[src/rtl/volume_box_mean_filter_assert.svh]
// ----------------------------------------------------------------------------
// Assertion macros
// Shared concurrent assertion forms for the box mean filter.
// ----------------------------------------------------------------------------
`ifndef VOLUME_BOX_MEAN_FILTER_ASSERT_SVH
`define VOLUME_BOX_MEAN_FILTER_ASSERT_SVH

// Property holds in the same cycle as its trigger.
`define VBM_ASSERT_SAME(lbl, trig, cond, msg) \
  lbl: assert property (@(posedge clk) disable iff (!rst_n) (trig) |-> (cond)) \
    else $error(msg);

// Property holds in the cycle after its trigger.
`define VBM_ASSERT_NEXT(lbl, trig, cond, msg) \
  lbl: assert property (@(posedge clk) disable iff (!rst_n) (trig) |=> (cond)) \
    else $error(msg);

`endif

[src/rtl/vbm_pkg.sv]
// ----------------------------------------------------------------------------
// vbm_pkg
// Types and constants shared by the box mean filter modules.
// ----------------------------------------------------------------------------
package vbm_pkg;

  localparam int X_W     = 6;
  localparam int Y_W     = 6;
  localparam int Z_W     = 16;
  localparam int DIM_W   = 7;
  localparam int VOX_W   = 16;
  localparam int RING_W  = 3;
  localparam int ADDR_W  = RING_W + Y_W + X_W;
  localparam int SUM_W   = 25;
  localparam int MAG_W   = 24;
  localparam int RCP_W   = 29;
  localparam int RCP_SH  = 33;
  localparam int PROD_W  = MAG_W + RCP_W;
  localparam int MAX_DIM = 64;

  localparam logic [1:0] REG_RADIUS = 2'd0;
  localparam logic [1:0] REG_WIDTH  = 2'd1;
  localparam logic [1:0] REG_HEIGHT = 2'd2;
  localparam logic [1:0] REG_DEPTH  = 2'd3;

  typedef struct packed {
    logic [1:0]       r;
    logic [DIM_W-1:0] w;
    logic [DIM_W-1:0] h;
    logic [Z_W-1:0]   d;
  } vbm_cfg_t;

  typedef struct packed {
    logic [X_W-1:0] x;
    logic [Y_W-1:0] y;
    logic [Z_W-1:0] z;
    logic           last;
  } vbm_job_t;

  typedef struct packed {
    logic              en;
    logic [ADDR_W-1:0] addr;
    logic [VOX_W-1:0]  data;
  } vbm_wr_t;

  typedef enum logic [2:0] {
    ST_IDLE,
    ST_ACC,
    ST_FLUSH,
    ST_PREP,
    ST_DIV,
    ST_OUT
  } vbm_state_t;

  // Rounded-up reciprocal of the window size, scaled by 2**RCP_SH. Exact for
  // every magnitude below 2**MAG_W. A radius of zero bypasses the multiply.
  function automatic logic [RCP_W-1:0] window_recip(input logic [1:0] r);
    logic [RCP_W-1:0] n;
    case (r)
      2'd1:    n = 29'd318145726;
      2'd2:    n = 29'd68719477;
      2'd3:    n = 29'd25043542;
      default: n = '0;
    endcase
    return n;
  endfunction

endpackage

[src/rtl/vbm_back.sv]
// ----------------------------------------------------------------------------
// vbm_back
// Sums one output's window from the store and divides by the window size.
// ----------------------------------------------------------------------------
`include "volume_box_mean_filter_assert.svh"

module vbm_back
  import vbm_pkg::*;
(
  input  logic              clk,
  input  logic              rst_n,
  input  vbm_cfg_t          cfg,
  input  logic              job_valid,
  input  vbm_job_t          job,
  output logic              job_pop,
  output logic              busy,
  output logic [ADDR_W-1:0] rd_addr,
  input  logic [VOX_W-1:0]  rd_data,
  output logic              out_tvalid,
  input  logic              out_tready,
  output logic [VOX_W-1:0]  out_mean,
  output logic              out_last
);

  vbm_state_t state_r, state_nxt;
  vbm_job_t   job_r;
  logic [2:0] dx_r, dy_r, dz_r;
  logic       vld_r;
  logic signed [SUM_W-1:0] sum_r;
  logic [MAG_W-1:0] mag_r;
  logic [RCP_W-1:0] rcp_r;
  logic [VOX_W-1:0] quo_r;
  logic             neg_r;

  logic [2:0]       span;
  logic             step_end, rd_en;
  logic signed [7:0]  xt, yt;
  logic signed [17:0] zt;
  logic [X_W-1:0]   xc;
  logic [Y_W-1:0]   yc;
  logic [Z_W-1:0]   zc;
  logic [PROD_W-1:0] prod;
  logic [VOX_W-1:0] quo_neg;

  assign span     = {cfg.r, 1'b0};
  assign step_end = (dx_r == span) && (dy_r == span) && (dz_r == span);

  always_comb begin
    xt = $signed({2'b0, job_r.x}) + $signed({5'b0, dx_r}) - $signed({6'b0, cfg.r});
    yt = $signed({2'b0, job_r.y}) + $signed({5'b0, dy_r}) - $signed({6'b0, cfg.r});
    zt = $signed({2'b0, job_r.z}) + $signed({15'b0, dz_r}) - $signed({16'b0, cfg.r});
    if (xt < 0) begin
      xc = '0;
    end else if (xt[6:0] >= cfg.w) begin
      xc = X_W'(cfg.w - 7'd1);
    end else begin
      xc = xt[X_W-1:0];
    end
    if (yt < 0) begin
      yc = '0;
    end else if (yt[6:0] >= cfg.h) begin
      yc = Y_W'(cfg.h - 7'd1);
    end else begin
      yc = yt[Y_W-1:0];
    end
    if (zt < 0) begin
      zc = '0;
    end else if (zt[16:0] >= {1'b0, cfg.d}) begin
      zc = cfg.d - 16'd1;
    end else begin
      zc = zt[Z_W-1:0];
    end
  end

  assign rd_addr = {zc[RING_W-1:0], yc, xc};

  always_comb begin
    state_nxt = state_r;
    case (state_r)
      ST_IDLE:  if (job_valid) state_nxt = ST_ACC;
      ST_ACC:   if (step_end) state_nxt = ST_FLUSH;
      ST_FLUSH: state_nxt = ST_PREP;
      ST_PREP:  state_nxt = ST_DIV;
      ST_DIV:   state_nxt = ST_OUT;
      ST_OUT:   if (out_tready) state_nxt = ST_IDLE;
      default:  state_nxt = ST_IDLE;
    endcase
  end

  always_comb begin
    job_pop    = 1'b0;
    rd_en      = 1'b0;
    busy       = 1'b0;
    out_tvalid = 1'b0;
    case (state_r)
      ST_IDLE:  job_pop = job_valid;
      ST_ACC: begin
        rd_en = 1'b1;
        busy  = 1'b1;
      end
      ST_FLUSH: busy = 1'b1;
      ST_OUT:   out_tvalid = 1'b1;
      default:  job_pop = 1'b0;
    endcase
  end

  assign prod = mag_r * rcp_r;

  always_ff @(posedge clk) begin
    if (!rst_n) begin
      state_r <= ST_IDLE;
      vld_r   <= 1'b0;
    end else begin
      state_r <= state_nxt;
      vld_r   <= rd_en;
    end
  end

  always_ff @(posedge clk) begin
    if (job_pop) begin
      job_r <= job;
      dx_r  <= '0;
      dy_r  <= '0;
      dz_r  <= '0;
      sum_r <= '0;
    end else begin
      if (rd_en) begin
        if (dx_r == span) begin
          dx_r <= '0;
          if (dy_r == span) begin
            dy_r <= '0;
            dz_r <= dz_r + 3'd1;
          end else begin
            dy_r <= dy_r + 3'd1;
          end
        end else begin
          dx_r <= dx_r + 3'd1;
        end
      end
      if (vld_r) begin
        sum_r <= sum_r + SUM_W'($signed(rd_data));
      end
    end
    if (state_r == ST_PREP) begin
      neg_r <= sum_r[SUM_W-1];
      mag_r <= sum_r[SUM_W-1] ? MAG_W'(-sum_r) : sum_r[MAG_W-1:0];
      rcp_r <= window_recip(cfg.r);
    end else if (state_r == ST_DIV) begin
      quo_r <= (cfg.r == 2'd0) ? mag_r[VOX_W-1:0] : prod[RCP_SH+VOX_W-1:RCP_SH];
    end
  end

  assign quo_neg  = -quo_r;
  assign out_mean = neg_r ? quo_neg : quo_r;
  assign out_last = job_r.last;

  `VBM_ASSERT_SAME(a_read_in_acc, vld_r, state_r == ST_FLUSH || state_r == ST_ACC,
                   "store data arrived outside accumulation")
  `VBM_ASSERT_NEXT(a_pop_starts, job_pop, state_r == ST_ACC,
                   "job taken without starting accumulation")
  `VBM_ASSERT_NEXT(a_div_done, state_r == ST_DIV, state_r == ST_OUT,
                   "divider did not finish in one cycle")

endmodule

[config.mk]
export PLATFORM = sky130hd
export DESIGN_NAME = vbm_back
export DESIGN_NICKNAME = d
export VERILOG_FILES = /design/src/rtl/vbm_pkg.sv /design/src/rtl/vbm_back.sv
export VERILOG_INCLUDE_DIRS = /design/src /design/src/rtl
export SDC_FILE = /design/constraint.sdc
export NUM_CORES = 2
export LEC_CHECK = 0
export ABC_CLOCK_PERIOD_IN_PS = 10500
export BUFFER_PORTS_ARGS = -buffer_cell sky130_fd_sc_hd__buf_2
export CAP_MARGIN = 20
export CORE_ASPECT_RATIO = 0.6
export CORE_MARGIN = 1
export CORE_UTILIZATION = 50
export DETAILED_ROUTE_END_ITERATION = 10
export HOLD_SLACK_MARGIN = 0.02
export PLACE_DENSITY_LB_ADDON = 0.3
export SLEW_MARGIN = 20
export SYNTH_ARGS = -nofsm -noshare
export SYNTH_HDL_FRONTEND = slang
export SYNTH_SLANG_ARGS = --single-unit
export TNS_END_PERCENT = 5
[constraint.sdc]
create_clock -name clk -period 10.5 [get_ports clk]
set_input_delay 1.575 -clock clk [delete_from_list [all_inputs] [get_ports clk]]
set_output_delay 1.575 -clock clk [all_outputs]
set_load 0.01 [all_outputs]
==> After elaboration in Yosys (flattened, before gate mapping) <==
Cells that the tools add are included.
Widths: inputs -> output; s select.
{ "word_totals": {"ff_bits": 137, "out_inout_bits": 35} }
{ "op_classes": {"addsub": 15, "n_mul": 1, "n_lt_le_gt_ge": 6, "eq_ne": 14, "mux": 20, "bitwise_logic": 1, "n_reduce_logical": 9} }
{ "op_table": {"columns": ["cell", "n"], "rows": [
  ["$pmux 29 s3", 1],
  ["$mul 24x29->49", 1],
  ["$mux 16", 2],
  ["$add 25x16->25", 1],
  ["$mux 24", 1],
  ["$mux 6", 4],
  ["$neg 24->24", 1],
  ["$mux 3", 7],
  ["$lt 18x1->1 const B", 1],
  ["$pmux 3 s6", 1],
  ["$sub 17x2->18", 1],
  ["$add 16x3->17", 1],
  ["$ge 17x16->1", 1],
  ["$lt 8x1->1 const B", 2],
  ["$neg 16->16", 1],
  ["$sub 7x2->8", 2],
  ["$add 6x3->7", 2],
  ["$ge 7x7->1", 2],
  ["$sub 6x1->6 const B", 2],
  ["$add 3x1->3 const B", 3],
  ["$eq 3x3->1", 3],
  ["$eq 3x2->1 const B", 2],
  ["$eq 3x3->1 const B", 2],
  ["$ne 2x2->1 const B", 3],
  ["other kinds (12)", 19]
]} }

==> Depth between registers and ports, before layout <==
{ "depth": {"ltp_word": 5, "ltp_mapped": 28, "depth_no_buf": 27} }

==> Least setup slack after synthesis <==
No wires, ideal clock.
{ "synth_path": {"path_kind": "input to output", "startpoint": "input cfg[31] (netlist name)", "endpoint": "output rd_addr[14]", "arrival_ns": 5.461, "required_time_ns": 8.925, "path_slack_ns": 3.464, "path_stages": 19, "cell_sequence": "fa_1 -> inv_1 -> fa_1 -> a21o_1 -> a21oi_1 -> o21ai_1 -> and2_1 -> o311a_1 -> nor2_1 -> a21oi_1 -> a21o_1 -> a21oi_1 -> xnor2_1 -> ha_1 -> a211o_1 -> a21o_1 -> a211oi_1 -> nand3_1 -> a21boi_1"} }
{ "synth_between": {"elab_chain_len": 4} }
{ "synth_lines": {"columns": ["element", "line_no", "source"], "rows": [
  ["start: declaration", "vbm_back.sv:12", "input vbm_cfg_t cfg,"],
  ["$sub 17x2->18 *", "vbm_back.sv:51", "zt = $signed({2'b0, job_r.z}) + $signed({15'b0, dz_r}) - $signed({16'b0, cfg.r});"],
  ["$ge 17x16->1", "vbm_back.sv:68", "end else if (zt[16:0] >= {1'b0, cfg.d}) begin"],
  ["$mux 3", "vbm_back.sv:68", null],
  ["$mux 3 *", "vbm_back.sv:66", "if (zt < 0) begin"],
  ["end: declaration", "vbm_back.sv:17", "output logic [ADDR_W-1:0] rd_addr,"]
]} }
Mark *: on every way between the ends. The rest lies on a longest branch, timed or not.

==> Final worst setup path <==
{ "layout_path": {"startpoint": "register rcp_r[25]", "endpoint": "register quo_r[15] (data pin)"} }
{ "layout_between": {"elab_chain_len": 2} }
{ "layout_lines": {"columns": ["element", "line_no", "source"], "rows": [
  ["start: declaration", "vbm_back.sv:31", "logic [RCP_W-1:0] rcp_r;"],
  ["start signal: assignment", "vbm_back.sv:147", "rcp_r <= window_recip(cfg.r);"],
  ["$mul 24x29->49", "vbm_back.sv:107", "assign prod = mag_r * rcp_r;"],
  ["$mux 16", "vbm_back.sv:149", "quo_r <= (cfg.r == 2'd0) ? mag_r[VOX_W-1:0] : prod[RCP_SH+VOX_W-1:RCP_SH];"],
  ["end signal: assignment", "vbm_back.sv:149", null],
  ["end: declaration", "vbm_back.sv:32", "logic [VOX_W-1:0] quo_r;"]
]} }
No other way between the ends.
A chain may end at the register's enable or synchronous reset.

==> impl_metrics.env <==
export IMPL_place_gp_congestion=1.06
export IMPL_grt_pass1_vias=19700
export IMPL_slew_viol_final=0
export IMPL_netlist_instances=2750
export IMPL_htree_levels=4
export IMPL_synth_area_um2=26000
export IMPL_synth_compound_area_frac=0.0705
export IMPL_yosysUniqueCellTypes=66
export IMPL_peakVddDrop_mv=0.343
export IMPL_final_seq_area_um2=3070
export IMPL_worst_slack_ps=1740
export IMPL_maxCapViolations=0
export IMPL_critPathLaunchType="register"
export IMPL_synthAdderAreaFrac=0.541
export IMPL_layout_nets=3762
export IMPL_critPathArrivalTime_ps=8940
export IMPL_setup_viol=0
export IMPL_routedWlPerCell_um=21.8
export IMPL_hpwl_mm=69.6
export IMPL_dr_first_iter_drc_count=1622
export IMPL_min_path_type="reg2reg"
export IMPL_cts_resized_gates=0
export IMPL_drive_gt1_frac=0.0618
export IMPL_post_dp_cell_area_um2=27400
export IMPL_synth_xor_area_frac=0.0428
export IMPL_area_delta_synth_final_pct=7.42
export IMPL_cp_cell_sequence="and2_1, fa_1, fa_1, fa_1, inv_1, fa_1, inv_1, fa_1, fa_1, inv_1, fa_1, inv_1, ha_1, nand4_1, nor3_1, nand2_1, o211ai_1, a211o_1, a21oi_2, o311ai_2, a21oi_1, xnor2_1, o21ai_1"
export IMPL_critPathBufInv=4
export IMPL_synth_main_ff_cell="edfxtp_1"
export IMPL_tightest_slew_ps=1240
export IMPL_routed_wl_mm=77.7
export IMPL_diodes=0
export IMPL_synth_area_mux_share=0.0109
export IMPL_cts_tree="yes"
export IMPL_relSlewSlack=0.172
export IMPL_placementRows=64
export IMPL_grt_max_degree=57
export IMPL_crit_top_cell="fa_1"
export IMPL_viasPerCell=5.31
export IMPL_io_pins=116
export IMPL_synth_area_leader_cell="fa_1"
export IMPL_hold_viol_final=0
export IMPL_synth_top_cells_by_area="fa_1 38%, ha_1 16%, inv_1 12%"
export IMPL_cts_sinks=115
export IMPL_dieArea_um2=53000
export IMPL_first_pass_iters=6
export IMPL_nFillCells=4603
export IMPL_crit_path_max_fanout=24
export IMPL_antenna_found_initial=2
export IMPL_power_density_nw_per_um2=203
export IMPL_num_vias=18900
export IMPL_post_route_period_util=0.835
export IMPL_die_width_um=296
export IMPL_syn_num_nets=3659
export IMPL_ys_ff_latch=115
export IMPL_power_w=0.00566
export IMPL_yosysWarnings=0
export IMPL_cts_buffers_inserted=17
export IMPL_skew_ps=10.4
export IMPL_grt_pass1_wl_mm=119
export IMPL_cp_end_kind="register"
export IMPL_async_reset_ff_frac=0
export IMPL_grt_overflow=0
export IMPL_crit_type="reg2reg"
export IMPL_cts_setup_buffers=0
export IMPL_synth_sequential_area_ratio=0.118
export IMPL_drc=0
export IMPL_root_buffer="clkbuf_16"
export IMPL_initial_utilization=0.508
export IMPL_tns_ps=0
export IMPL_synth_top_family_by_area="adder cells"
export IMPL_hold_buffers=0
export IMPL_cts_buffer_depth=2
export IMPL_post_place_ws_ps=2000
export IMPL_fmax_ghz=0.114
export IMPL_synthSimpleGateAreaFrac=0.0880
export IMPL_period_needed_ps=8760
export IMPL_core_area_um2=51200
export IMPL_multi_input_area_um2=19600
export IMPL_cp_top_family="adder cells"
export IMPL_final_cell_area_um2=27900
export IMPL_slowest_stage="edfxtp_1"
export IMPL_status="finished, final reports clean"
export IMPL_numPortBuffers=115
export IMPL_ant_nets=0
export IMPL_grt_usage=0.310
export IMPL_max_stage_delay_ps=1090
export IMPL_cp_required_ps=10670
export IMPL_synth_avg_cell_area_um2=9.46
export IMPL_synth_edf_count=77
export IMPL_yosysTopAreaCellShare=0.379
export IMPL_grt_setup_unrepaired="false"
export IMPL_die_y_um=179
export IMPL_path_clk_slew_ps=60
export IMPL_worstSkewPairLatency_ps=430
export IMPL_leakagePower_nw=14.8
[where the power goes]
group | switching, W | leakage (nW) | internal (W) | total [W]
sequential | 0.0000655 | 1.03 | 0.000585 | 0.000651
combinational | 0.00275 | 13.5 | 0.00171 | 0.00446
clock | 0.000221 | 0.266 | 0.000326 | 0.000547
total | 0.00304 | 14.8 | 0.00262 | 0.00566
[layer usage]
metal,global-route usage,part of all wire,up-vias
met3,0.132,0.14,39
met5,0,0,-
met4,0.0329,0.0068,0
li1,-,-,8599
met2,0.403,0.38,818
met1,0.480,0.48,9433
[sequential cells by signal, summed over array words and instances, names as in the netlist, 3 cells and up]
name	flops
dx_r	3
dy_r	3
dz_r	3
job_r	28
mag_r	24
quo_r	16
rcp_r	7
state_r	3
sum_r	25
[synth_stat cells (3+ instances only)]
master / instances
a211o_1: 5
a211oi_1: 10
a21o_1: 39
a21oi_1: 84
a31oi_1: 10
and2_1: 78
and3_1: 8
and3b_1: 3
clkbuf_1: 36
dfxtp_1: 38
edfxtp_1: 77
fa_1: 493
ha_1: 335
inv_1: 852
mux2i_1: 25
nand2_1: 166
nand2b_1: 24
nand3_1: 30
nand3b_1: 4
nand4_1: 10
nor2_1: 81
nor2b_1: 10
nor3_1: 22
nor3b_1: 3
nor4_1: 5
o211ai_1: 3
o21a_1: 8
o21ai_0: 52
o21ai_1: 23
o21bai_1: 16
o31a_1: 3
o31ai_1: 11
o41ai_1: 6
or2_2: 4
or3_1: 6
or4_1: 6
xnor2_1: 96
xor2_1: 31
[worst min-delay path, cell delays in order, from the launching register on]
cell	delay [ps]
dfxtp_1	320
nor2_1	80
a211oi_1	50
[logic make-up after synthesis]
| logic type | Yosys count |
|---|---|
| buffers and inverters | 894 |
| adders and majority gates | 828 |
| and+or+nand+nor | 467 |
| AOI/OAI and AO/OA | 291 |
| xor gates and xnor gates | 127 |
| DFF | 115 |
| muxes | 28 |
[placed cells by master (no fill, tap or decap), types with 5 or more instances in the layout]
cell type and count:
nor2_1 80, or3_1 6, clkinv_4 5, xnor2_1 96, nor4_1 5, and2_1 78
and3_1 8, buf_2 115, mux2i_1 25, buf_4 8, a21o_1 39, nor2b_1 10
nand4_1 10, edfxtp_1 77, o41ai_1 6, xor2_1 31, nand3_1 30, nand2_1 166
a211o_1 5, dfxtp_1 38, ha_1 335, o21a_1 8, a21oi_1 84, nand2b_1 24
inv_1 852, o21ai_0 52, a211oi_1 9, a31oi_1 10, o31ai_1 11, o21bai_1 16
or4_1 6, o21ai_1 23, fa_1 493, nor3_1 22, clkbuf_16 17
[metrics by stage]
| step | hold WS (ps) | util | instances |
|---|---|---|---|
| 2_1_floorplan | 406 | - | 2750 |
| 3_3_place_gp | 484 | 0.535 | 3526 |
| 3_5_place_dp | 499 | 0.535 | 3526 |
| 4_1_cts | 508 | 0.546 | 3558 |
| 5_1_grt | 548 | 0.546 | 3559 |
| 6_report | 504 | 0.546 | 3559 |
[area by class of cell]
| class | count | area share |
|---|---|---|
| Clock inverter | 15 | 0.00484 |
| Multi-Input combinational cell | 1741 | 0.701 |
| Timing Repair Buffer | 124 | 0.0233 |
| Sequential cell | 115 | 0.110 |
| Tap cell | 693 | 0.0310 |
| Clock buffer | 17 | 0.0152 |
| Inverter | 854 | 0.115 |
[final timing paths]
| path | from | to | slack, ps | cells past startpoint |
|---|---|---|---|---|
| max reg2reg | rcp_r[25] | quo_r[15] | 1740 | 23 |
| max | rcp_r[25] | quo_r[15] | 1740 | 23 |
| min | sum_r[1] | sum_r[1] | 500 | 2 |
| min reg2reg | sum_r[1] | sum_r[1] | 500 | 2 |
Power figures use the tool's default switching activity.
