===== src/rtl/volume_box_mean_filter_assert.svh =====
// ----------------------------------------------------------------------------
// Assertion macros
// Shared concurrent assertion forms for the box mean filter.
// ----------------------------------------------------------------------------
`ifndef VOLUME_BOX_MEAN_FILTER_ASSERT_SVH
`define VOLUME_BOX_MEAN_FILTER_ASSERT_SVH

// Property holds in the same cycle as its trigger.
`define VBM_ASSERT_SAME(lbl, trig, cond, msg) \
  lbl: assert property (@(posedge clk) disable iff (!rst_n) (trig) |-> (cond)) \
    else $error(msg);

// Property holds in the cycle after its trigger.
`define VBM_ASSERT_NEXT(lbl, trig, cond, msg) \
  lbl: assert property (@(posedge clk) disable iff (!rst_n) (trig) |=> (cond)) \
    else $error(msg);

`endif


===== src/rtl/vbm_pkg.sv =====
// ----------------------------------------------------------------------------
// vbm_pkg
// Types and constants shared by the box mean filter modules.
// ----------------------------------------------------------------------------
package vbm_pkg;

  localparam int X_W     = 6;
  localparam int Y_W     = 6;
  localparam int Z_W     = 16;
  localparam int DIM_W   = 7;
  localparam int VOX_W   = 16;
  localparam int RING_W  = 3;
  localparam int ADDR_W  = RING_W + Y_W + X_W;
  localparam int SUM_W   = 25;
  localparam int MAG_W   = 24;
  localparam int RCP_W   = 29;
  localparam int RCP_SH  = 33;
  localparam int PROD_W  = MAG_W + RCP_W;
  localparam int MAX_DIM = 64;

  localparam logic [1:0] REG_RADIUS = 2'd0;
  localparam logic [1:0] REG_WIDTH  = 2'd1;
  localparam logic [1:0] REG_HEIGHT = 2'd2;
  localparam logic [1:0] REG_DEPTH  = 2'd3;

  typedef struct packed {
    logic [1:0]       r;
    logic [DIM_W-1:0] w;
    logic [DIM_W-1:0] h;
    logic [Z_W-1:0]   d;
  } vbm_cfg_t;

  typedef struct packed {
    logic [X_W-1:0] x;
    logic [Y_W-1:0] y;
    logic [Z_W-1:0] z;
    logic           last;
  } vbm_job_t;

  typedef struct packed {
    logic              en;
    logic [ADDR_W-1:0] addr;
    logic [VOX_W-1:0]  data;
  } vbm_wr_t;

  typedef enum logic [2:0] {
    ST_IDLE,
    ST_ACC,
    ST_FLUSH,
    ST_PREP,
    ST_DIV,
    ST_OUT
  } vbm_state_t;

  // Rounded-up reciprocal of the window size, scaled by 2**RCP_SH. Exact for
  // every magnitude below 2**MAG_W. A radius of zero bypasses the multiply.
  function automatic logic [RCP_W-1:0] window_recip(input logic [1:0] r);
    logic [RCP_W-1:0] n;
    case (r)
      2'd1:    n = 29'd318145726;
      2'd2:    n = 29'd68719477;
      2'd3:    n = 29'd25043542;
      default: n = '0;
    endcase
    return n;
  endfunction

endpackage


===== src/rtl/vbm_front.sv =====
// ----------------------------------------------------------------------------
// vbm_front
// Tracks input and output positions, stores voxels and queues due outputs.
// ----------------------------------------------------------------------------
module vbm_front
  import vbm_pkg::*;
(
  input  logic             clk,
  input  logic             rst_n,
  input  vbm_cfg_t         cfg,
  input  logic             restart,
  input  logic             back_busy,
  input  logic             in_tvalid,
  output logic             in_tready,
  input  logic [VOX_W-1:0] in_voxel,
  input  logic             in_drain,
  output vbm_wr_t          wr,
  output logic             job_valid,
  output vbm_job_t         job,
  input  logic             job_pop
);

  logic [X_W-1:0] in_x_r, in_x_nxt, ox_r, ox_nxt;
  logic [Y_W-1:0] in_y_r, in_y_nxt, oy_r, oy_nxt;
  logic [Z_W-1:0] in_z_r, in_z_nxt, oz_r, oz_nxt;
  logic [1:0]     cnt_r, cnt_nxt;
  logic           wp_r, rp_r;
  vbm_job_t       q_r [2];

  logic             acc, do_wr, due, last;
  logic [X_W-1:0]   ix;
  logic [Y_W-1:0]   iy;
  logic [Z_W-1:0]   iz;
  logic [DIM_W-1:0] xs, ys, nx, ny;
  logic [Z_W:0]     zs;
  logic [Z_W-1:0]   nz;
  logic             push;

  assign in_tready = (cnt_r == 2'd0) && !back_busy;
  assign acc       = in_tvalid && in_tready;
  assign do_wr     = !in_drain && (in_z_r < cfg.d);

  always_comb begin
    ix = in_x_r;
    iy = in_y_r;
    iz = in_z_r;
    if (do_wr) begin
      if ({1'b0, in_x_r} + 7'd1 == cfg.w) begin
        ix = '0;
        if ({1'b0, in_y_r} + 7'd1 == cfg.h) begin
          iy = '0;
          iz = in_z_r + 16'd1;
        end else begin
          iy = in_y_r + 6'd1;
        end
      end else begin
        ix = in_x_r + 6'd1;
      end
    end
  end

  always_comb begin
    xs = {1'b0, ox_r} + {5'd0, cfg.r};
    ys = {1'b0, oy_r} + {5'd0, cfg.r};
    zs = {1'b0, oz_r} + {15'd0, cfg.r};
    nx = (xs >= cfg.w) ? cfg.w - 7'd1 : xs;
    ny = (ys >= cfg.h) ? cfg.h - 7'd1 : ys;
    nz = (zs >= {1'b0, cfg.d}) ? cfg.d - 16'd1 : zs[Z_W-1:0];
    due = (iz > nz) || ((iz == nz) && (({1'b0, iy} > ny) ||
          (({1'b0, iy} == ny) && ({1'b0, ix} > nx))));
    last = ({1'b0, ox_r} == cfg.w - 7'd1) && ({1'b0, oy_r} == cfg.h - 7'd1) &&
           (oz_r == cfg.d - 16'd1);
  end

  assign push = acc && due;

  always_comb begin
    in_x_nxt = in_x_r;
    in_y_nxt = in_y_r;
    in_z_nxt = in_z_r;
    ox_nxt   = ox_r;
    oy_nxt   = oy_r;
    oz_nxt   = oz_r;
    if (acc) begin
      in_x_nxt = ix;
      in_y_nxt = iy;
      in_z_nxt = iz;
    end
    if (push) begin
      if ({1'b0, ox_r} + 7'd1 == cfg.w) begin
        ox_nxt = '0;
        if ({1'b0, oy_r} + 7'd1 == cfg.h) begin
          oy_nxt = '0;
          oz_nxt = oz_r + 16'd1;
        end else begin
          oy_nxt = oy_r + 6'd1;
        end
      end else begin
        ox_nxt = ox_r + 6'd1;
      end
    end
    if (restart || (push && last)) begin
      in_x_nxt = '0;
      in_y_nxt = '0;
      in_z_nxt = '0;
      ox_nxt   = '0;
      oy_nxt   = '0;
      oz_nxt   = '0;
    end
  end

  assign cnt_nxt = cnt_r + {1'b0, push} - {1'b0, job_pop};

  always_ff @(posedge clk) begin
    if (!rst_n) begin
      in_x_r <= '0;
      in_y_r <= '0;
      in_z_r <= '0;
      ox_r   <= '0;
      oy_r   <= '0;
      oz_r   <= '0;
      cnt_r  <= '0;
      wp_r   <= 1'b0;
      rp_r   <= 1'b0;
    end else begin
      in_x_r <= in_x_nxt;
      in_y_r <= in_y_nxt;
      in_z_r <= in_z_nxt;
      ox_r   <= ox_nxt;
      oy_r   <= oy_nxt;
      oz_r   <= oz_nxt;
      cnt_r  <= cnt_nxt;
      if (push) begin
        wp_r <= !wp_r;
      end
      if (job_pop) begin
        rp_r <= !rp_r;
      end
    end
  end

  always_ff @(posedge clk) begin
    if (push) begin
      q_r[wp_r] <= '{x: ox_r, y: oy_r, z: oz_r, last: last};
    end
  end

  assign job_valid = (cnt_r != 2'd0);
  assign job       = q_r[rp_r];
  assign wr.en     = acc && do_wr;
  assign wr.addr   = {in_z_r[RING_W-1:0], in_y_r, in_x_r};
  assign wr.data   = in_voxel;

endmodule


===== config.mk =====
export PLATFORM = sky130hd
export DESIGN_NAME = vbm_front
export DESIGN_NICKNAME = d
export VERILOG_FILES = /design/src/rtl/volume_box_mean_filter_assert.svh /design/src/rtl/vbm_pkg.sv /design/src/rtl/vbm_front.sv
export SDC_FILE = /design/constraint.sdc
export NUM_CORES = 1
export LEC_CHECK = 0
export ABC_CLOCK_PERIOD_IN_PS = 7950
export BUFFER_PORTS_ARGS = -buffer_cell sky130_fd_sc_hd__buf_2
export CAP_MARGIN = 40
export CORE_UTILIZATION = 55
export CTS_CLUSTER_SIZE = 24
export DETAILED_ROUTE_END_ITERATION = 8
export GPL_TIMING_DRIVEN = 0
export PLACE_DENSITY = 0.74
export SLEW_MARGIN = 20
export SYNTH_ARGS = -nofsm -noshare
export SYNTH_HDL_FRONTEND = slang
export SYNTH_SLANG_ARGS = --single-unit

===== constraint.sdc =====
create_clock -name clk -period 7.95 [get_ports clk]
set_input_delay 1.1925 -clock clk [delete_from_list [all_inputs] [get_ports clk]]
set_output_delay 1.1925 -clock clk [all_outputs]
set_load 0.01 [all_outputs]

Word-level counts from Yosys, hierarchy flattened
Memory sizes are Yosys's and may differ from the RTL's. A register that Yosys moved wholly into a read port is not among the register bits.
Cells that the tools add are included.
{ "op_classes": {"n_addsub": 18, "order_cmp": 7, "eq_ne": 9, "mux": 17, "n_bitwise": 1, "n_reduce_logical": 22} }
{ "ops": {"columns": ["operator", "n"], "rows": [
  ["two-way mux 16 bit", 4],
  ["two-way mux 6 bit", 7],
  ["adder 16 x 1 -> 16 bit (second input constant)", 2],
  ["equality test 16 bit", 2],
  ["adder 6 x 1 -> 7 bit (second input constant)", 4],
  ["equality test 7 bit", 4],
  ["adder 6 x 1 -> 6 bit (second input constant)", 4],
  ["equality test 6 x 7 -> 1 bit", 3],
  ["adder 16 x 2 -> 17 bit", 1],
  ["greater-or-equal comparator 17 x 16 -> 1 bit", 1],
  ["greater-than comparator 16 bit", 1],
  ["< comparator 16 bit", 1],
  ["subtractor 16 x 1 -> 16 bit (second input constant)", 1],
  ["adder 6 x 2 -> 7 bit", 2],
  ["greater-or-equal comparator 7 bit", 2],
  ["greater-than comparator 6 x 7 -> 1 bit", 2],
  ["two-way mux 7 bit", 2],
  ["subtractor 7 x 1 -> 7 bit (second input constant)", 2],
  ["logical AND 1 bit", 10],
  ["logical NOT 1 bit", 4],
  ["two-way mux 1 bit", 4],
  ["logical OR 1 bit", 3],
  ["AND reduction 3 bit", 1],
  ["adder 2 x 1 -> 2 bit", 1],
  ["other kinds (6)", 6]
]} }
{ "totals": {"reg_bits": 60, "ram_bits": 58, "in_bits": 55, "out_inout_bits": 63, "word_cells": 84, "n_memories": 1} }
{ "memory_table": {"columns": ["name", "words", "width", "rd", "rd_ports_with_merged_regs", "wr", "line_no", "rtl"], "rows": [
  ["q_r", 2, 29, 1, 1, 1, "vbm_front.sv:28", "vbm_job_t q_r [2];"]
]} }

Longest topological paths before layout
Gate-level depths: netlist of run 1.
{ "logic_depth": {"word_depth": 14, "ltp_mapped": 29} }

Worst setup path before layout of run 1
No wires, ideal clock.
{ "synth_timing": {"kind": "input port to flip-flop", "startpoint": "input port cfg[30] (netlist name)", "endpoint": "memory q_r[0][0] (netlist name), enable pin", "setup_time_ns": 0.416, "arrival_ns": 6.945, "path_slack_ns": 0.589, "path_stages": 21, "n_path_buf": 2, "path_cell_list": "ha_1 -> fa_1 -> nand3_1 -> nor2_1 -> xor2_1 -> ha_1 -> a2111oi_0 -> a211oi_1 -> o41ai_1 -> nand2_1 -> clkbuf_1 -> mux2i_1 -> ha_1 -> nand4_1 -> nor2_1 -> a21oi_1 -> or3_1 -> a21oi_1 -> nand2_1 -> buf_2 -> nor2_1"} }
{ "synth_via": {"elab_chain_len": 11, "elab_cells_between_ends": 21, "classes_between": "3 x add/sub; 6 x order compare; 2 x eq/ne; 5 x mux; 5 x reduce/logical"} }
{ "synth_rtl": {"columns": ["item", "line_no", "rtl"], "rows": [
  ["start, declared", "vbm_front.sv:10", "input vbm_cfg_t cfg,"],
  ["parallel branches: the longest is 7 deep, another holds adder 16 x 2 -> 17 bit", null, null],
  ["logical OR 1 bit (*)", "vbm_front.sv:69", "due = (iz > nz) || ((iz == nz) && (({1'b0, iy} > ny) ||"],
  ["logical AND 1 bit (*)", "vbm_front.sv:75", "assign push = acc && due;"],
  ["two-way mux 1 bit (*)", "vbm_front.sv:143", "if (push) begin"],
  ["two-way mux 1 bit (implied by the code) (*)", "vbm_front.sv:144", "q_r[wp_r] <= '{x: ox_r, y: oy_r, z: oz_r, last: last};"],
  ["end, declared", "vbm_front.sv:28", null]
]} }
Every way passes the cells marked *.

Worst setup path in the final report of run 1
{ "layout_timing": {"startpoint": "input port cfg[30] (netlist name)", "endpoint": "register cnt_r[1]"} }
{ "layout_via": {"elab_chain_len": 11, "elab_cells_between_ends": 21, "classes_between": "5 x add/sub; 6 x order compare; 2 x eq/ne; 3 x mux; 5 x reduce/logical"} }
{ "layout_rtl": {"columns": ["item", "line_no", "rtl"], "rows": [
  ["parallel branches: the longest is 7 deep, another holds adder 16 x 2 -> 17 bit", null, null],
  ["logical OR 1 bit (*)", "vbm_front.sv:69", null],
  ["logical AND 1 bit (*)", "vbm_front.sv:75", null],
  ["adder 2 x 1 -> 2 bit (*)", "vbm_front.sv:112", "assign cnt_nxt = cnt_r + {1'b0, push} - {1'b0, job_pop};"],
  ["subtractor 2 x 1 -> 2 bit (*)", "vbm_front.sv:112", null],
  ["end signal, assigned", "vbm_front.sv:132", "cnt_r <= cnt_nxt;"],
  ["end, declared", "vbm_front.sv:26", "logic [1:0] cnt_r, cnt_nxt;"]
]} }
Marks and branches as above.
A chain may end at the register's enable or synchronous reset.

==> metrics.csv, run 1 <==
stage;metric;value;unit
status;status;completed;
setup_path;worstPathRequired;8270;ps
power_and_ir_drop;p_per_area;148;nW/um^2
floorplanning;fp.coreArea;17200;sq um
setup_path;setup.worst_path.end;cnt_r[1];
setup_path;crit_arrival;7870;ps
synth;seq_area_frac_synth;0.306;
setup_path;endpoint_kind;flop;
power_and_ir_drop;power.total;1650;uW
cts;holdBufCountCts;0;
synth;ys.warnings.count;0;
sta;finalCriticalPeriod;7550;ps
floorplanning;die_h;135;microns
setup_path;r2r-start;oz_r[0];
power_and_ir_drop;peakVddDrop;0.156;mV
cts;clk_pin_slew_worst_paths;60;ps
setup_path;timing.rr.end;cnt_r[1];
global_route;grt.met2_usage;0.460;
synth;netlist_instances;1083;
synth;ys.flop_type;dfxtp_1;
setup_path;crit_path_frequent_cell;ha_1;
global_route;use_met1;0.392;
global_route;antenna_found_initial;1;
floorplanning;io_pins;118;
power_and_ir_drop;switching_share;0.257;
cts;cts_buffers;17;
synth;synth.most_common_cell;ha_1;
synth;synth_edf_count;58;
floorplanning;die_w;135;microns
synth;yosysUniqueCellTypes;65;
sta;clock_skew;8.58;ps
cts;cts.sinks;119;
sta;rsz0062_at_grt;no;
sta;hold_viol;0;
setup_path;r2r_slack;840;ps
route;wl_per_cell;17.8;microns
cts;cts_root_buffer;clkbuf_16;
power_and_ir_drop;p_switching;424;uW
synth;syn_area_per_cell;8.95;sq um
sta;setup_viol;0;
route;drc;0;
route;dr.pass1.iters;5;
power_and_ir_drop;p_int;1230;uW
synth;netlist.area_leader.share;0.180;
synth;ys_ff_latch;119;
sta;maxSlewViolCount;0;
global_route;busiest_layer;met2;
sta;post-route-period-util;0.950;
global_route;grt_overflow;0;
global_route;grt_max_degree;18;
cts;clk_path_buf_depth;2;
route;viasPerCell;5.89;
synth;synth_area_leader_cell;edfxtp_1;
floorplanning;num_rows;48;
place;portBuffers;95;
power_and_ir_drop;power_leakage;0.00448;uW
floorplanning;dieArea;18200;sq um
worst_hold_path;hold_path_class;reg2reg;
global_route;grt_use_met3;0.0338;
setup_path;cpPeakStageDelay;740;ps
synth;synth_fp_nets;1231;
cts;htree_levels;4;
route;postRouteAntennaNets;0;
power_and_ir_drop;power_frac_comb;0.121;
route;wirelength;25.6;mm
layout;layout-drive-gt1-share;0.186;
cts;cts_tree;done;
synth;synth_area_leaders;edfxtp_1 18%, dfxtp_1 13%, ha_1 12%, xnor2_1 6.8%, a21oi_1 4.1%;
synth;netlist_top_cells_count;90 x ha_1, 87 x nor2_1, 80 x a21oi_1;
sta;max_slew_margin;0.452;
setup_path;cp_slowest_cell;or4_1;
synth;syn-cell-area;9690;sq um
sta;clock.fmax;132;MHz
job;cap_violations;0;
layout;area_growth;15.0;%
power_and_ir_drop;seq_power_share;0.394;
global_route;grt_first_pass_wirelength;40.7;mm
setup_path;critPathMaxFanout;10;
route;dr.first_iter.drc_count;570;
global_route;grt_pass1_vias;7774;
setup_path;reg2reg_depth;26;
setup_path;crit_path_start_kind;primary input;
global_route;grt_usage;0.292;
setup_path;crit_type;in2reg;
synth;async_reset_ff_frac;0;
cts;clk_latency;430;ps
route;num_vias;8481;
power_and_ir_drop;clock_power_share;0.485;
floorplanning;start_util;0.562;
place;gp_congestion;0.968;
place;dp_hpwl;20.0;mm
sta;tightest_slew;817;ps
layout;nets;1348;
sta;hold_ws;453;ps
setup_path;cp-startpoint;cfg[30];
-- stage by stage --
stage | TNS, ps | std cells | setup WS (ps) | cell area (sq um) | util
CTS | 0 | 1437 | 82.3 | 11100 | 0.646
detailed placement | -501 | 1405 | -317 | 10500 | 0.610
floorplan | 0 | 1083 | 589 | 9690 | -
global placement | -75700 | 1403 | -1290 | 10500 | 0.606
global route | 0 | 1439 | 0.792 | 11100 | 0.647
finish | 0 | 1439 | 400 | 11100 | 0.647
-- repair_timing --
item,4_1_cts,5_1_grt
buffers inserted,0,0
hold endpoints to repair,0,0
gates resized for setup,0,6
setup endpoints to repair,0,28
-- worst min path at each step --
stage | from | endpoint | slack, ps | cells after the start
2_1_floorplan | ox_r[4] | q_r[0][27] | 420 | 0
3_5_place_dp | ox_r[4] | q_r[1][27] | 440 | 0
3_3_place_gp | ox_r[4] | q_r[0][27] | 430 | 0
4_1_cts | oz_r[10] | q_r[1][11] | 450 | 0
5_1_grt | oz_r[10] | q_r[0][11] | 460 | 0
6_report | oz_r[10] | q_r[0][11] | 450 | 0
-- metal layers --
metal  vias to the layer above  part of all wire
met3                        60             0.044
met2                       269              0.46
met4                         0             0.043
met5                         -                 0
li1                       4181                 -
met1                      3971              0.45
-- registers in the layout, summed over array words and instances (netlist names), named ones only --
signal,count
oz_r,16
ox_r,6
oy_r,6
in_x_r,6
in_y_r,6
q_r,58
rp_r,1
in_z_r,16
cnt_r,2
wp_r,1
-- cell usage in the layout (no fill, tap or decap), drive strengths merged, types with 34 or more instances in the layout --
cell type / synthesis / final
mux2: 34 / 34
inv: 48 / 50
o21ai: 53 / 53
a21oi: 81 / 81
ha: 90 / 90
dfxtp: 61 / 61
xnor2: 75 / 75
edfxtp: 58 / 58
xor2: 44 / 44
buf: 40 / 138
nand3: 50 / 50
nor2: 87 / 87
clkbuf: 25 / 43
nand2: 67 / 67
-- power groups by stage --
stage / clock (uW) / combinational (uW) / sequential [uW]
2_1_floorplan: 0 / 128 / 661
3_3_place_gp: 0 / 193 / 662
3_5_place_dp: 0 / 198 / 662
4_1_cts: 808 / 200 / 649
5_1_grt: 831 / 218 / 650
6_report: 799 / 200 / 649
-- logic make-up after synthesis --
| logic type | share of synthesized area |
|---|---|
| compound gates | 0.139 |
| xor+xnor | 0.112 |
| fa+ha+maj | 0.122 |
| buf+inv | 0.0550 |
| flops | 0.306 |
| mux | 0.0694 |
| simple gates | 0.197 |
-- area by class of cell --
class / instances / area [sq um]
multi-input combinational: 851 / 6220
fill: 1425 / 6090
sequential: 119 / 2960
timing repair buffer: 98 / 536
clock buffer: 18 / 429
buffer: 65 / 354
tap: 225 / 282
inverter: 48 / 180
clock inverter: 14 / 176
antenna: 1 / 2.50
-- worst max-delay path, delay by kind of cell --
kind,cells,cell delay [ps]
simple gates,8,2200
fa+ha+maj,6,1690
compound gates,5,1340
buf+inv,4,770
xor+xnor,3,460
mux,1,210
(Power assumes the default switching activity.)
==> inputs of run 2 (changes only) <==
PLACE_DENSITY = 0.76   (was 0.74)
REMOVE_ABC_BUFFERS = 1   (was unset)
==> run 2 against run 1 <==
Effect of this change:
- utilization shrank 1.7 points
- total power up 0.34%
- sequential power grew 0.9%
- routed wire length down 8.4%
- register-to-register slack improved by 90 ps
- combinational power fell by 12%
- first-iteration DRC count fell by 6.3%
- largest cell class unchanged
==> metrics.csv, run 2 (same netlist as run 1, synthesis figures left out) <==
stage;metric;value;unit;change
route;wirelength;23.5;mm;-8.4%
route;num_vias;8162;;-3.8%
sta;clock_skew;12.6;ps;+3.97 ps
setup_path;crit_path_start_kind;primary input;;
setup_path;cp_slowest_cell;a2111oi_4;;
setup_path;critPathMaxFanout;19;;+9
layout;nets;1280;;-5.0%
setup_path;crit_arrival;7810;ps;-60 ps
layout;top_register;q_r;;
cts;post_cts_resized;0;;unchanged
route;dr.pass1.iters;5;;unchanged
floorplanning;die_h;135;microns;unchanged
cts;cts_tree;done;;
global_route;grt_pass1_vias;7550;;-2.9%
status;status;completed;;
setup_path;crit_family;compound AO/OA/AOI/OAI gates;;
layout;fillCellCount;1442;;+1.2%
route;wl_per_cell;17.1;microns;-3.8%
worst_hold_path;hold_path_class;reg2reg;;
route;drc;0;;unchanged
route;viasPerCell;5.96;;+1.1%
layout;final_cells;1370;;-4.8%
route;dr.first_iter.drc_count;534;;-6.3%
layout;final_common_cell;ha_1;;
place;gp_congestion;0.929;;-4.0%
setup_path;worstPathRequired;8260;ps;about the same
setup_path;endpoint_kind;flop;;
layout;final_cell_mix;90 x ha_1, 87 x buf_2, 85 x nor2_1;;
layout;diodes;0;;-1
sta;post-route-period-util;0.944;;-0.00562
sta;finalCriticalPeriod;7510;ps;-44.7 ps
global_route;grt_usage;0.268;;-0.0232
global_route;use_met1;0.377;;-0.0149
power_and_ir_drop;power_leakage;0.00428;uW;-4.5%
place;dp_cells;1337;;-4.8%
cts;cts.sinks;119;;unchanged
cts;clk_pin_slew_worst_paths;60;ps;about the same
job;cap_violations;0;;unchanged
floorplanning;io_pins;118;;unchanged
layout;seq_area;2960;sq um;about the same
global_route;grt.met2_usage;0.416;;-0.0444
layout;multi_input_area;6240;sq um;+0.32%
route;postRouteAntennaNets;0;;unchanged
floorplanning;num_rows;48;;unchanged
floorplanning;fp.coreArea;17200;sq um;unchanged
power_and_ir_drop;peakVddDrop;0.151;mV;-3.3%
cts;cts_buffers;17;;unchanged
global_route;grt_first_pass_wirelength;38.3;mm;-5.7%
power_and_ir_drop;p_per_area;152;nW/um^2;+3.0%
cts;htree_levels;4;;unchanged
layout;layout-drive-gt1-share;0.163;;-0.0230
global_route;busiest_layer;met2;;
global_route;grt_overflow;0;;unchanged
sta;rsz0062_at_grt;no;;
layout;area_growth;12.0;%;
place;portBuffers;85;;-11%
global_route;grt_max_degree;30;;+12
layout;top_regs;q_r (58), in_z_r (16), oz_r (16);;
place;dp_hpwl;17.8;mm;-11%
floorplanning;start_util;0.562;;unchanged
cts;clk_latency;430;ps;about the same
setup_path;cp_num_buf_inv;5;;+1
global_route;grt_use_met3;0.0499;;+0.0161
cts;post_cts_buffers;0;;unchanged
cts;clk_path_buf_depth;2;;unchanged
sta;hold_viol;0;;unchanged
power_and_ir_drop;power.total;1650;uW;+0.34%
cts;cts_root_buffer;clkbuf_16;;
cts;holdBufCountCts;0;;unchanged
sta;clock.fmax;133;MHz;+0.60%
sta;tightest_slew;806;ps;-11.3 ps
setup_path;cpPeakStageDelay;610;ps;-130 ps
sta;maxSlewViolCount;0;;unchanged
floorplanning;die_w;135;microns;unchanged
sta;setup_viol;0;;unchanged
setup_path;crit_type;in2reg;;
layout;largest_register_ffs;58;;unchanged
floorplanning;dieArea;18200;sq um;unchanged
global_route;antenna_found_initial;0;;-1
sta;max_slew_margin;0.462;;+0.00986
[run 2: cell count changes in the layout (fill, tap and decap cells not counted), moves of 3 or more]
| cell | delta |
|---|---|
| clkbuf_1 | -24 |
| buf_4 | -23 |
| buf_8 | +3 |
| buf_2 | -24 |
[run 2: area by class of cell]
| type | count | share of cell area |
|---|---|---|
| repair buffers | 95 | 0.0517 |
| multi-input cells | 851 | 0.575 |
| flip-flops and latches | 119 | 0.273 |
| clock buffers | 18 | 0.0395 |
| clock inverters | 14 | 0.0184 |
| inverters | 48 | 0.0166 |
| well taps | 225 | 0.0259 |
[run 2: report_power, final]
group          switching, uW  total, uW  internal (uW)  leakage (uW)
sequential              8.48        655            646       0.00101
combinational            100        176           75.6       0.00297
clock                    297        824            527      0.000297
total                    406       1650           1250       0.00428
[run 2: routing by layer]
layer	part of all wire	wire, microns
met5	0	0
met4	0.019	444
met3	0.062	1450
met1	0.46	10900
met2	0.45	10700
[run 2: worst paths after layout]
check             startpoint         end  slack, ps  cells after the start
setup / recovery     cfg[30]   in_z_r[6]        440                     25
hold / removal    in_z_r[15]  in_z_r[15]        550                      2
setup reg to reg     oz_r[0]   in_z_r[6]        930                     24
hold reg to reg   in_z_r[15]  in_z_r[15]        550                      2
[run 2: stage by stage]
stage	setup slack (ps)	cell area, sq um	util	hold slack [ps]	setup TNS [ps]
5_1_grt	40.3	10900	0.630	584	0
4_1_cts	182	10800	0.629	542	0
6_report	445	10900	0.630	546	0
3_5_place_dp	-206	10200	0.593	529	-3400
2_1_floorplan	-1240	9340	-	486	-65870
3_3_place_gp	-4650	10000	0.583	518	-336930
[run 2: worst reg2reg max path: stages, from the launching register on]
cell and delay [ps]:
dfxtp_1 480, ha_1 240, fa_1 210, nand3_1 230, nor2_1 210, xor2_1 270
ha_1 310, a2111oi_0 410, a211oi_1 140, o41ai_1 430, nand2_1 340, buf_8 260
mux2i_1 220, ha_1 290, nand4_1 160, or4_1 250, or2_2 170, nor3_2 50
a2111oi_4 610, nand2_2 380, o31ai_4 540, buf_8 240, buf_6 210, buf_8 180
a21oi_1 50
==> inputs of run 3 (changes only) <==
RECOVER_POWER = 50   (was unset)
REMOVE_ABC_BUFFERS = unset   (was 1)
SLEW_MARGIN = unset   (was 20)
==> run 3 against run 2 <==
Effect of this change:
- global-route usage up 2.4 points
- clock power shrank 2%
- critical path type unchanged
- largest power group unchanged
- highest routed layer unchanged
- sequential cell count did not move
==> metrics.csv, run 3 (same netlist as run 1, synthesis figures left out) <==
stage;metric;value;unit;change
layout;layout-drive-gt1-share;0.138;;-0.0254
setup_path;crit_path_start_kind;primary input;;
cts;clk_latency;430;ps;about the same
setup_path;critPathMaxFanout;10;;-9
floorplanning;dieArea;18200;sq um;unchanged
layout;top_regs;q_r (58), in_z_r (16), oz_r (16);;
layout;final_cells;1436;;+4.8%
worst_hold_path;hold_path_class;reg2reg;;
cts;cts_root_buffer;clkbuf_16;;
global_route;antenna_found_initial;0;;unchanged
sta;clock_skew;14.8;ps;+2.23 ps
cts;cts_buffers;17;;unchanged
sta;finalCriticalPeriod;7600;ps;+93.4 ps
layout;area_growth;13.8;%;
sta;clock.fmax;132;MHz;-1.2%
power_and_ir_drop;p_switching;432;uW;+6.4%
setup_path;r2r_slack;820;ps;-110 ps
cts;holdBufCountCts;0;;unchanged
route;dr.pass1.iters;6;;+1
route;num_vias;8448;;+3.5%
layout;seq_area;2960;sq um;about the same
worst_hold_path;hold_depth;0;;-2
cts;cts_tree;done;;
layout;multi_input_area;6230;sq um;-0.26%
route;dr.first_iter.drc_count;535;;+0.19%
sta;setup_viol;0;;unchanged
global_route;grt_max_degree;30;;unchanged
setup_path;r2r-start;oz_r[0];;
sta;post-route-period-util;0.956;;+0.0117
global_route;grt_pass1_vias;7928;;+5.0%
layout;post-route-util;0.640;;+0.0101
route;wl_per_cell;17.9;microns;+4.7%
cts;post_cts_buffers;0;;unchanged
power_and_ir_drop;seq_power_share;0.393;;-0.003
route;postRouteAntennaNets;0;;unchanged
power_and_ir_drop;peakVddDrop;0.143;mV;-5.1%
place;gp_congestion;0.956;;+2.9%
cts;clk_pin_slew_worst_paths;60;ps;about the same
layout;largest_register_ffs;58;;unchanged
route;drc;0;;unchanged
sta;max_slew_margin;0.334;;-0.128
setup_path;endpoint_kind;flop;;
place;portBuffers;95;;+12%
layout;top_register;q_r;;
power_and_ir_drop;p_int;1220;uW;-2.2%
route;viasPerCell;5.88;;-1.3%
floorplanning;start_util;0.562;;unchanged
floorplanning;die_h;135;microns;unchanged
worst_hold_path;min_from;ox_r[4];;
cts;htree_levels;4;;unchanged
route;wirelength;25.7;mm;+9.7%
setup_path;crit_arrival;7920;ps;+110 ps
power_and_ir_drop;p_per_area;150;nW/um^2;-1.7%
place;dp_hpwl;19.8;mm;+11%
sta;tightest_slew;994;ps;+188 ps
cts;cts.sinks;119;;unchanged
job;cap_violations;0;;unchanged
floorplanning;num_rows;48;;unchanged
place;dp_cells;1404;;+5.0%
power_and_ir_drop;switching_share;0.261;;+0.0159
power_and_ir_drop;clock_power_share;0.488;;-0.010
layout;final_common_cell;ha_1;;
floorplanning;fp.coreArea;17200;sq um;unchanged
power_and_ir_drop;power_leakage;0.00428;uW;+0.17%
sta;maxSlewViolCount;0;;unchanged
worst_hold_path;min_to;q_r[0][27];;
sta;rsz0062_at_grt;no;;
global_route;grt_first_pass_wirelength;40.9;mm;+6.8%
setup_path;crit_type;in2reg;;
setup_path;reg2reg_depth;26;;+8.3%
floorplanning;io_pins;118;;unchanged
layout;final_cell_mix;90 x ha_1, 85 x nor2_1, 83 x clkbuf_1;;
global_route;grt_overflow;0;;unchanged
status;status;completed;;
global_route;grt_usage;0.292;;+0.0239
layout;diodes;0;;unchanged
power_and_ir_drop;power_frac_comb;0.119;;+0.013
setup_path;worstPathRequired;8270;ps;about the same
layout;nets;1346;;+5.2%
cts;clk_path_buf_depth;2;;unchanged
setup_path;timing.rr.end;cnt_r[1];;
layout;fillCellCount;1491;;+3.4%
floorplanning;die_w;135;microns;unchanged
sta;hold_viol;0;;unchanged
## run 3: cell count changes in the layout (fill, tap and decap cells not counted), sizes merged
cell and delta:
bufinv -1, buf -18, inv +1, clkinv +1, clkbuf +84, clkinvlp -1
## run 3: critical path, cell delays in order
cell	delay, ps
buf_2	140
ha_1	230
fa_1	410
nand3_1	250
nor2_1	100
xor2_1	290
ha_1	330
a2111oi_1	430
a211oi_1	130
o41ai_1	440
nand2_2	230
buf_2	290
mux2i_1	170
ha_1	330
nand4_1	220
or4_4	660
or2_2	340
nor3_2	220
a2111oi_4	120
nand2_1	220
buf_2	290
ha_1	290
inv_1	60
ha_1	140
xnor2_1	130
xnor2_1	80
and2_1	150
## run 3: timing repair
item / CTS / global route
hold endpoints to repair: 0 / 0
endpoints found under the setup margin: 1 / 33
resized for setup: 1 / 6
## run 3: area by class of cell
cell class | instances | area share
inverters | 48 | 0.0163
plain buffers | 65 | 0.0321
repair buffers | 96 | 0.0383
clock inverters | 14 | 0.0160
flip-flops and latches | 119 | 0.268
multi-input cells | 851 | 0.564
clock buffers | 18 | 0.0389
well taps | 225 | 0.0255
## run 3: how the worst max path moves through the flow
stage,depth (start not counted),startpoint,slack [ps],end
after floorplan,21,cfg[30],590,q_r[0][0]
after global placement,22,cfg[30],-1330,q_r[0][21]
after detailed placement,28,cfg[30],-360,cnt_r[1]
after CTS,27,cfg[30],90,cnt_r[1]
after global routing,27,cfg[30],10,cnt_r[1]
final,27,cfg[30],350,cnt_r[1]
## run 3: stage by stage
stage	total power [uW]	instance area (sq um)	setup TNS (ps)	hold WS [ps]	setup slack, ps
detailed placement	860	10500	-3390	431	-365
global route	1700	11000	0	471	14.7
global placement	855	10500	-77340	428	-1330
CTS	1660	11100	0	451	94.7
floorplan	789	9690	0	420	589
finish	1650	11000	0	451	352
## run 3: power groups by stage
stage | combinational [uW] | clock (uW) | sequential, uW
6_report | 197 | 807 | 650
2_1_floorplan | 128 | 0 | 661
5_1_grt | 214 | 841 | 650
3_5_place_dp | 198 | 0 | 663
3_3_place_gp | 193 | 0 | 662
4_1_cts | 199 | 812 | 650
## run 3: routing by layer
| layer | GRT usage | wire length, microns | part of all wire |
|---|---|---|---|
| met5 | 0 | 0 | 0 |
| met4 | 0.143 | 934 | 0.036 |
| met3 | 0.0282 | 1180 | 0.046 |
| met2 | 0.474 | 11900 | 0.46 |
| met1 | 0.391 | 11700 | 0.45 |
